===== config.mk =====
export PLATFORM = sky130hd
export DESIGN_NAME = shell_word_tokenizer_unit
export DESIGN_NICKNAME = d
export VERILOG_FILES = /design/src/design/swt_pkg.sv /design/src/design/swt_lexer.sv /design/src/design/swt_out_stage.sv /design/src/design/shell_word_tokenizer_unit.sv
export SDC_FILE = /design/constraint.sdc
export NUM_CORES = 1
export LEC_CHECK = 0
export BUFFER_PORTS_ARGS = -buffer_cell sky130_fd_sc_hd__buf_4
export CORE_MARGIN = 2
export CORE_UTILIZATION = 36
export DETAILED_ROUTE_END_ITERATION = 12
export PLACE_DENSITY = 0.54
export SLEW_MARGIN = 20
export SYNTH_ARGS = -nofsm -noshare
export SYNTH_HDL_FRONTEND = slang
export SYNTH_SLANG_ARGS = --single-unit
export TNS_END_PERCENT = 1

===== constraint.sdc =====
create_clock -name clk_i -period 5.35 [get_ports clk_i]
set_clock_uncertainty 0.2 [all_clocks]
set_input_delay 1.07 -clock clk_i [delete_from_list [all_inputs] [get_ports clk_i]]
set_output_delay 1.07 -clock clk_i [all_outputs]
set_load 0.03 [all_outputs]

===== src/design/swt_pkg.sv =====
// Shared types and byte constants for the shell word tokenizer.
// No dependencies; used by swt_lexer, swt_out_stage and the top level.

package swt_pkg;

  localparam logic [7:0] ChBackslash = 8'h5C;
  localparam logic [7:0] ChDquote    = 8'h22;
  localparam logic [7:0] ChSquote    = 8'h27;
  localparam logic [7:0] ChSpace     = 8'h20;
  localparam logic [7:0] ChTab       = 8'h09;  // TAB..CR are whitespace
  localparam logic [7:0] ChCr        = 8'h0D;

  typedef enum logic [2:0] {
    MODE_PLAIN  = 3'd0,
    MODE_SQ     = 3'd1,
    MODE_DQ     = 3'd2,
    MODE_ESC    = 3'd3,
    MODE_DQ_ESC = 3'd4
  } mode_e;

  // One result word.
  typedef struct packed {
    logic [7:0] out_byte;
    logic       byte_valid;
    logic       word_end;
    logic       input_end;
  } result_t;

endpackage


===== src/design/swt_lexer.sv =====
// Lexer state (quote/escape mode, word-nonempty flag) and the per-byte step logic.
// Depends on swt_pkg.

module swt_lexer (
  input  logic              clk_i,
  input  logic              rst_ni,
  input  logic              advance_i,  // byte in the input register moves on
  input  logic [7:0]        in_byte_i,
  input  logic              last_i,
  output swt_pkg::result_t  res_o
);

  swt_pkg::mode_e mode_q, mode_d;
  logic           nonempty_q, nonempty_d;

  logic       is_ws;
  logic       emit;
  logic       wend;
  logic       nonempty_tmp;
  logic [7:0] ob;

  assign is_ws = (in_byte_i == swt_pkg::ChSpace) ||
                 ((in_byte_i >= swt_pkg::ChTab) && (in_byte_i <= swt_pkg::ChCr));

  always_comb begin
    mode_d       = mode_q;
    nonempty_tmp = nonempty_q;
    emit         = 1'b0;
    wend         = 1'b0;
    ob           = 8'h00;
    unique case (mode_q)
      swt_pkg::MODE_SQ: begin
        if (in_byte_i == swt_pkg::ChSquote) begin
          mode_d = swt_pkg::MODE_PLAIN;
        end else begin
          emit = 1'b1;
        end
      end
      swt_pkg::MODE_DQ: begin
        if (in_byte_i == swt_pkg::ChDquote) begin
          mode_d = swt_pkg::MODE_PLAIN;
        end else if (in_byte_i == swt_pkg::ChBackslash && !last_i) begin
          mode_d = swt_pkg::MODE_DQ_ESC;
        end else begin
          emit = 1'b1;
        end
      end
      swt_pkg::MODE_ESC: begin
        emit   = 1'b1;
        mode_d = swt_pkg::MODE_PLAIN;
      end
      swt_pkg::MODE_DQ_ESC: begin
        emit   = 1'b1;
        mode_d = swt_pkg::MODE_DQ;
      end
      default: begin
        mode_d = swt_pkg::MODE_PLAIN;
        if (is_ws) begin
          if (nonempty_q) begin
            wend         = 1'b1;
            nonempty_tmp = 1'b0;
          end
        end else if (in_byte_i == swt_pkg::ChSquote) begin
          mode_d = swt_pkg::MODE_SQ;
        end else if (in_byte_i == swt_pkg::ChDquote) begin
          mode_d = swt_pkg::MODE_DQ;
        end else if (in_byte_i == swt_pkg::ChBackslash && !last_i) begin
          mode_d = swt_pkg::MODE_ESC;
        end else begin
          emit = 1'b1;
        end
      end
    endcase

    if (emit) begin
      ob           = in_byte_i;
      nonempty_tmp = 1'b1;
    end
    nonempty_d = nonempty_tmp;

    // final byte closes any open word and returns to reset state
    if (last_i) begin
      if (nonempty_tmp) wend = 1'b1;
      mode_d     = swt_pkg::MODE_PLAIN;
      nonempty_d = 1'b0;
    end
  end

  assign res_o.out_byte   = ob;
  assign res_o.byte_valid = emit;
  assign res_o.word_end   = wend;
  assign res_o.input_end  = last_i;

  always_ff @(posedge clk_i or negedge rst_ni) begin
    if (!rst_ni) begin
      mode_q     <= swt_pkg::MODE_PLAIN;
      nonempty_q <= 1'b0;
    end else if (advance_i) begin
      mode_q     <= mode_d;
      nonempty_q <= nonempty_d;
    end
  end

endmodule


===== src/design/swt_out_stage.sv =====
// Result register with valid/ready handshake toward the output stream.
// Depends on swt_pkg.

module swt_out_stage (
  input  logic              clk_i,
  input  logic              rst_ni,
  input  logic              load_i,    // new result written this cycle
  input  swt_pkg::result_t  res_i,
  input  logic              ready_i,   // downstream takes the word
  output logic              valid_o,
  output logic              free_o,    // register can take a result this cycle
  output swt_pkg::result_t  res_o
);

  logic             valid_q, valid_d;
  swt_pkg::result_t res_q;

  assign free_o  = !valid_q || ready_i;
  assign valid_d = load_i || (valid_q && !ready_i);

  always_ff @(posedge clk_i or negedge rst_ni) begin
    if (!rst_ni) begin
      valid_q <= 1'b0;
    end else begin
      valid_q <= valid_d;
    end
  end

  always_ff @(posedge clk_i) begin
    if (load_i) begin
      res_q <= res_i;
    end
  end

  assign valid_o = valid_q;
  assign res_o   = res_q;

endmodule


===== src/design/shell_word_tokenizer_unit.sv =====
// Shell word tokenizer top level: input register, lexer step, result register.
// Depends on swt_pkg, swt_lexer and swt_out_stage.
//
//   Stream   Dir  tdata                tuser                      tlast
//   s_axis   in   in_byte[7:0]         -                          last_byte
//   m_axis   out  out_byte[7:0]        byte_valid[0], word_end[1] input_end
//
// One byte per cycle sustained while m_axis_tready stays high; an accepted byte
// passes from the input register through the lexer step into the result register,
// from which it leaves on m_axis.
// The lexer mode and word-nonempty registers feed back into the lexer step.
// Reset clears the valid flags and the lexer state (plain mode, empty word).
// A stall on m_axis holds the result register; the input register still
// takes a byte while it is empty, then s_axis_tready drops.

module shell_word_tokenizer_unit (
  input  logic       clk_i,
  input  logic       rst_ni,
  input  logic       s_axis_tvalid,
  output logic       s_axis_tready,
  input  logic [7:0] s_axis_tdata,   // [7:0] in_byte
  input  logic       s_axis_tlast,
  output logic       m_axis_tvalid,
  input  logic       m_axis_tready,
  output logic [7:0] m_axis_tdata,   // [7:0] out_byte
  output logic [1:0] m_axis_tuser,   // [0] byte_valid, [1] word_end
  output logic       m_axis_tlast
);

  logic             in_valid_q, in_valid_d;
  logic [7:0]       in_byte_q;
  logic             in_last_q;
  logic             advance;
  logic             out_free;
  logic             in_take;
  swt_pkg::result_t step_res;
  swt_pkg::result_t out_res;

  // byte leaves the input register when the result register has room
  assign advance       = in_valid_q && out_free;
  assign s_axis_tready = !in_valid_q || advance;
  assign in_take       = s_axis_tvalid && s_axis_tready;
  assign in_valid_d    = in_take || (in_valid_q && !advance);

  always_ff @(posedge clk_i or negedge rst_ni) begin
    if (!rst_ni) begin
      in_valid_q <= 1'b0;
    end else begin
      in_valid_q <= in_valid_d;
    end
  end

  always_ff @(posedge clk_i) begin
    if (in_take) begin
      in_byte_q <= s_axis_tdata;
      in_last_q <= s_axis_tlast;
    end
  end

  swt_lexer u_lexer (
    .clk_i     (clk_i),
    .rst_ni    (rst_ni),
    .advance_i (advance),
    .in_byte_i (in_byte_q),
    .last_i    (in_last_q),
    .res_o     (step_res)
  );

  swt_out_stage u_out (
    .clk_i   (clk_i),
    .rst_ni  (rst_ni),
    .load_i  (advance),
    .res_i   (step_res),
    .ready_i (m_axis_tready),
    .valid_o (m_axis_tvalid),
    .free_o  (out_free),
    .res_o   (out_res)
  );

  assign m_axis_tdata    = out_res.out_byte;
  assign m_axis_tuser[0] = out_res.byte_valid;
  assign m_axis_tuser[1] = out_res.word_end;
  assign m_axis_tlast    = out_res.input_end;

  // no byte appended means the data byte reads zero
  a_zero_byte : assert property (@(posedge clk_i) disable iff (!rst_ni)
    m_axis_tvalid && !m_axis_tuser[0] |-> m_axis_tdata == 8'h00)
    else $error("out_byte nonzero without byte_valid");

  // mid-input word end comes from whitespace, which appends nothing
  a_ws_end : assert property (@(posedge clk_i) disable iff (!rst_ni)
    m_axis_tvalid && m_axis_tuser[1] && !m_axis_tlast |-> !m_axis_tuser[0])
    else $error("word_end with byte before final byte");

  // a held input byte blocks new input
  a_in_hold : assert property (@(posedge clk_i) disable iff (!rst_ni)
    in_valid_q && !advance |-> !s_axis_tready)
    else $error("input accepted while input register stalled");

  // a stalled result stays valid
  a_out_hold : assert property (@(posedge clk_i) disable iff (!rst_ni)
    m_axis_tvalid && !m_axis_tready |=> m_axis_tvalid)
    else $error("result dropped while stalled");

endmodule

### Yosys cells after proc, flatten, opt, wreduce, memory -nomap -nowiden

Cells that the tools add are included.

* register bits: 26

* eq/ne operators: 10
* magnitude comparators: 2
* reductions and logical operators: 19
* mux-type cells: 24

Operators with widths (count)
* == test 8 x 6 -> 1 bit (second input constant): 3
* two-way mux 3 bit: 7
* two-way mux 1 bit: 14
* case mux 3 bit (4 select lines): 1
* == test 8 x 7 -> 1 bit (second input constant): 1
* greater-or-equal comparator 8 x 4 -> 1 bit (second input constant): 1
* less-or-equal comparator 8 x 4 -> 1 bit (second input constant): 1
* == test 3 x 2 -> 1 bit (second input constant): 2
* logical AND 1 bit: 6
* zero test 1 bit: 5
* logical OR 1 bit: 5
* != test 4 x 2 -> 1 bit (second input constant): 1
* OR reduction 4 bit: 1
* == test 3 x 1 -> 1 bit (second input constant): 1
* == test 3 bit (second input constant): 1
* != test 3 x 2 -> 1 bit (second input constant): 1
* case mux 1 bit (3 select lines): 1
* AND reduction 3 bit: 1
* two-way mux 2 bit: 1
* OR reduction 2 bit: 1

### Depth between registers and ports, before layout

* depth after elaboration: 10
* gate-level depth with buffers: 6

### By module

Synthesis repeated with hierarchy kept, for this count alone.

* cells, all modules: 95
* area, all modules: 1247.4 um2

Modules (own cells, without submodules)
* swt_lexer: cells each 67, times used 1, area each 539.3 um2, seq. area each 100.1 um2
* swt_out_stage: cells each 14, times used 1, area each 377.9 um2, seq. area each 355.3 um2
* shell_word_tokenizer_unit: cells each 14, times used 1, area each 330.3 um2, seq. area each 295.3 um2

### Least setup slack after synthesis

No wires, ideal clock.

* kind: input to output
* from: in m_axis_tready
* to: out s_axis_tready
* path buffers: 0
* arrival time: 1.416 ns
* cell stages on the path: 1
* required time: 4.080 ns
* setup slack: 2.664 ns
* path through: nand3b_1

* longest elaborated chain between the ends: 3

RTL lines
* from (decl): RTL line shell_word_tokenizer_unit.sv:24 `input logic m_axis_tready,`
* logical OR 1 bit: RTL line swt_out_stage.sv:18 `assign free_o = !valid_q || ready_i;`
* logical AND 1 bit: RTL line shell_word_tokenizer_unit.sv:40 `assign advance = in_valid_q && out_free;`
* logical OR 1 bit: RTL line shell_word_tokenizer_unit.sv:41 `assign s_axis_tready = !in_valid_q || advance;`
* to (decl): RTL line shell_word_tokenizer_unit.sv:20 `output logic s_axis_tready,`

No other way between the ends.

### Worst setup path after layout

Same ends and word-level chain as after synthesis.

==> impl_results.rst <==
.. list-table::
   :header-rows: 1

   * - Metric
     - Value
   * - TritonCTS clock tree
     - yes
   * - Mean post-synth cell area
     - 12.8 µm²
   * - Slew at the pin with the worst max-slew slack
     - 0.469 ns
   * - Post-route setup slack
     - 2.53 ns
   * - Req. time, crit path
     - 4.08 ns
   * - H-tree depth
     - 1
   * - Area enclosed by the die boundary
     - 3710 µm²
   * - Initial cell density of the core
     - 0.379
   * - Hold path start
     - in_valid_q
   * - Vias in the first global route
     - 667
   * - Worst r2r path cells
     - 5
   * - Routed via count
     - 749
   * - Most common cell after layout, fill and taps aside
     - sky130_fd_sc_hd__buf_4
   * - Area inside the core boundary
     - 3080 µm²
   * - Met3 usage in global routing
     - 0.0192
   * - Width of the die
     - 60.9 µm
   * - Overflow left after global routing
     - 0
   * - Total power density per cell area
     - 321 nW/µm²
   * - Insertion delay of the later-clocked pin in the worst-skew pair
     - 0.32 ns
   * - Cell depth of the worst hold path
     - 1
   * - DP Wirelength
     - 1350 µm
   * - DRC errors left
     - 0
   * - Post-synth EDFFs
     - 20
   * - DR iter-0 viols
     - 11
   * - Final layout net count
     - 131
   * - Post-route antenna net violation count
     - 0
   * - Setup repair after global routing missed its margin
     - false
   * - Dominant register cell in the synthesized netlist
     - sky130_fd_sc_hd__edfxtp_1
   * - Number of antenna cells inserted
     - 0
   * - Number of vias per cell after detailed routing
     - 4.65
   * - Netlist Area Pre-Place
     - 1170 µm²
   * - Count of unique library cells instantiated by Yosys
     - 36
   * - Std cell rows
     - 20
   * - Hold buffer count at CTS
     - 0
   * - Leading cell types in the layout, fill and taps excluded
     - sky130_fd_sc_hd__buf_4 (25), sky130_fd_sc_hd__edfxtp_1 (20), sky130_fd_sc_hd__nor2b_1 (9), sky130_fd_sc_hd__nand2_1 (6), sky130_fd_sc_hd__dfrtp_1 (6)
   * - Count of input and output buffers
     - 25
   * - Signed area change from the synthesized netlist to the final layout
     - 24.0%
   * - Setup TNS
     - 0 ns
   * - Number of buffers inserted during clock tree synthesis
     - 3
   * - Number of cells upsized or downsized after cts
     - 0
   * - Slew Limit Fails
     - 0
   * - Type of the worst setup path
     - in -> out
   * - Worst setup startpoint
     - m_axis_tready
   * - Global Route met2 Usage
     - 0.166
   * - Cells after Synth
     - 91
   * - Fraction of final layout cells with drive strength greater than 1
     - 0.282
   * - Busiest metal layer after global routing
     - met2
   * - Crit path launch type
     - primary input
   * - Launching point of the worst reg2reg path
     - in_byte_q[4]
   * - Setup violators final
     - 0
   * - # clock sinks
     - 26
   * - Fmax
     - 0.354 GHz
   * - Static leakage
     - 0.000582 µW
   * - Root buf cell
     - sky130_fd_sc_hd__clkbuf_4
   * - Run status
     - finished, final reports clean
   * - Total wire length after detailed routing
     - 1760 µm
   * - DR pass1 iterations
     - 4
   * - Routed wire per std cell
     - 11.0 µm
   * - Final hold violation count
     - 0
   * - Crit path max fanout
     - 3
   * - Overall track demand over capacity in global routing
     - 0.110
   * - GR Util met1
     - 0.147
   * - IO Count
     - 26
   * - First-pass GRT wire length
     - 2970 µm
   * - Final weighted congestion in routability-driven placement
     - 0.775
   * - Die Height
     - 60.9 µm
   * - Number of antenna violations at the first check in global routing
     - 0
   * - Critical Path End Type
     - primary output
   * - Classification of the worst-slack hold path
     - reg -> reg
   * - CTS clk-pin slew, worst paths
     - 0.14 ns
   * - Share of the clock period used by the worst path after layout
     - 0.527
   * - Synth Register Bits
     - 26
   * - Worst-case setup slack after placement
     - 2.52 ns
   * - Count of yosys warnings during synthesis
     - 0
   * - WP data arrival
     - 1.55 ns
   * - Max Buffers Root-to-Sink
     - 2
   * - Time the final worst path needs with I/O delays and setup
     - 2.82 ns
   * - Sequential cell area fraction in the yosys report
     - 0.644
   * - Post-synth ARST share
     - 0.231
   * - Max Cap Violations
     - 0
   * - Post-CTS setup buffer count
     - 0
   * - Largest net degree at the start of global routing
     - 16
   * - Headroom to the max-slew limit
     - 0.687
   * - Worst vdd rail ir drop
     - 148 µV
   * - Nets in the synthesized netlist
     - 104
-- cell families after synthesis --
family | synth area share
and+or+nand+nor | 0.221
DFF | 0.644
AOI/OAI and AO/OA | 0.0934
buffers and inverters | 0.0257
xor gates and xnor gates | 0.00751
adders and majority gates | 0.00858
-- flip-flops by register name, indices dropped and copies added, names as in the netlist --
signal / cells
in_byte_q: 8
in_last_q: 1
in_valid_q: 1
u_lexer.mode_q: 3
u_lexer.nonempty_q: 1
u_out.res_o: 11
u_out.valid_o: 1
-- power breakdown --
part	leakage, µW	internal, µW	switching [µW]
registers	0.000262	238	13.4
clock network	0.0000279	75.7	57.2
logic	0.000292	33.0	46.7
-- final cells by class --
type / instances / area (µm²)
flip-flops and latches: 26 / 751
repair buffers: 25 / 188
clock inverters: 1 / 30.0
clock buffers: 3 / 22.5
multi-input cells: 58 / 385
fillers: 276 / 1630
inverters: 4 / 15.0
well taps: 44 / 55.1
-- worst max-delay path, stage by stage --
cell and delay, ns:
sky130_fd_sc_hd__buf_4 0.11, sky130_fd_sc_hd__nand3b_1 0.18, sky130_fd_sc_hd__buf_4 0.19
-- path summary, 6_finish.rpt --
kind	endpoint	slack, ns
setup / recovery	s_axis_tready	2.53
max in group asynchronous	u_lexer.nonempty_q	4.52
hold / removal	u_out.valid_o	0.31
min in group asynchronous	u_out.valid_o	0.32
hold reg to reg	u_out.valid_o	0.31
setup reg to reg	u_out.res_o[1]	3.26
-- cell usage after synthesis, types with 2 or more instances --
| cell | number | share of area |
|---|---|---|
| sky130_fd_sc_hd__edfxtp_1 | 20 | 0.52 |
| sky130_fd_sc_hd__nor2b_1 | 9 | 0.048 |
| sky130_fd_sc_hd__dfrtp_1 | 6 | 0.13 |
| sky130_fd_sc_hd__nand2_1 | 6 | 0.019 |
| sky130_fd_sc_hd__a21oi_1 | 4 | 0.017 |
| sky130_fd_sc_hd__inv_1 | 4 | 0.013 |
| sky130_fd_sc_hd__nand2b_1 | 4 | 0.021 |
| sky130_fd_sc_hd__nor2_1 | 4 | 0.013 |
| sky130_fd_sc_hd__o21ai_0 | 4 | 0.017 |
| sky130_fd_sc_hd__nand3_1 | 2 | 0.0086 |
| sky130_fd_sc_hd__nand3b_1 | 2 | 0.013 |
| sky130_fd_sc_hd__nor3b_1 | 2 | 0.013 |
-- layer usage --
layer	routed length, µm	part of all wire
met1	862	0.49
met3	83	0.047
met2	791	0.45
met4	27	0.015
met5	0	0
-- stage by stage --
step | area [µm²] | hold WS (ns) | util | power [µW] | cells
after floorplan | 1170 | 0.257 | - | 309 | 91
after global placement | 1390 | 0.285 | 0.453 | 335 | 157
after detailed placement | 1390 | 0.300 | 0.453 | 337 | 157
after CTS | 1450 | 0.314 | 0.470 | 470 | 161
after global routing | 1450 | 0.295 | 0.470 | 490 | 161
final | 1450 | 0.311 | 0.470 | 464 | 161
(Power assumes the default switching activity.)
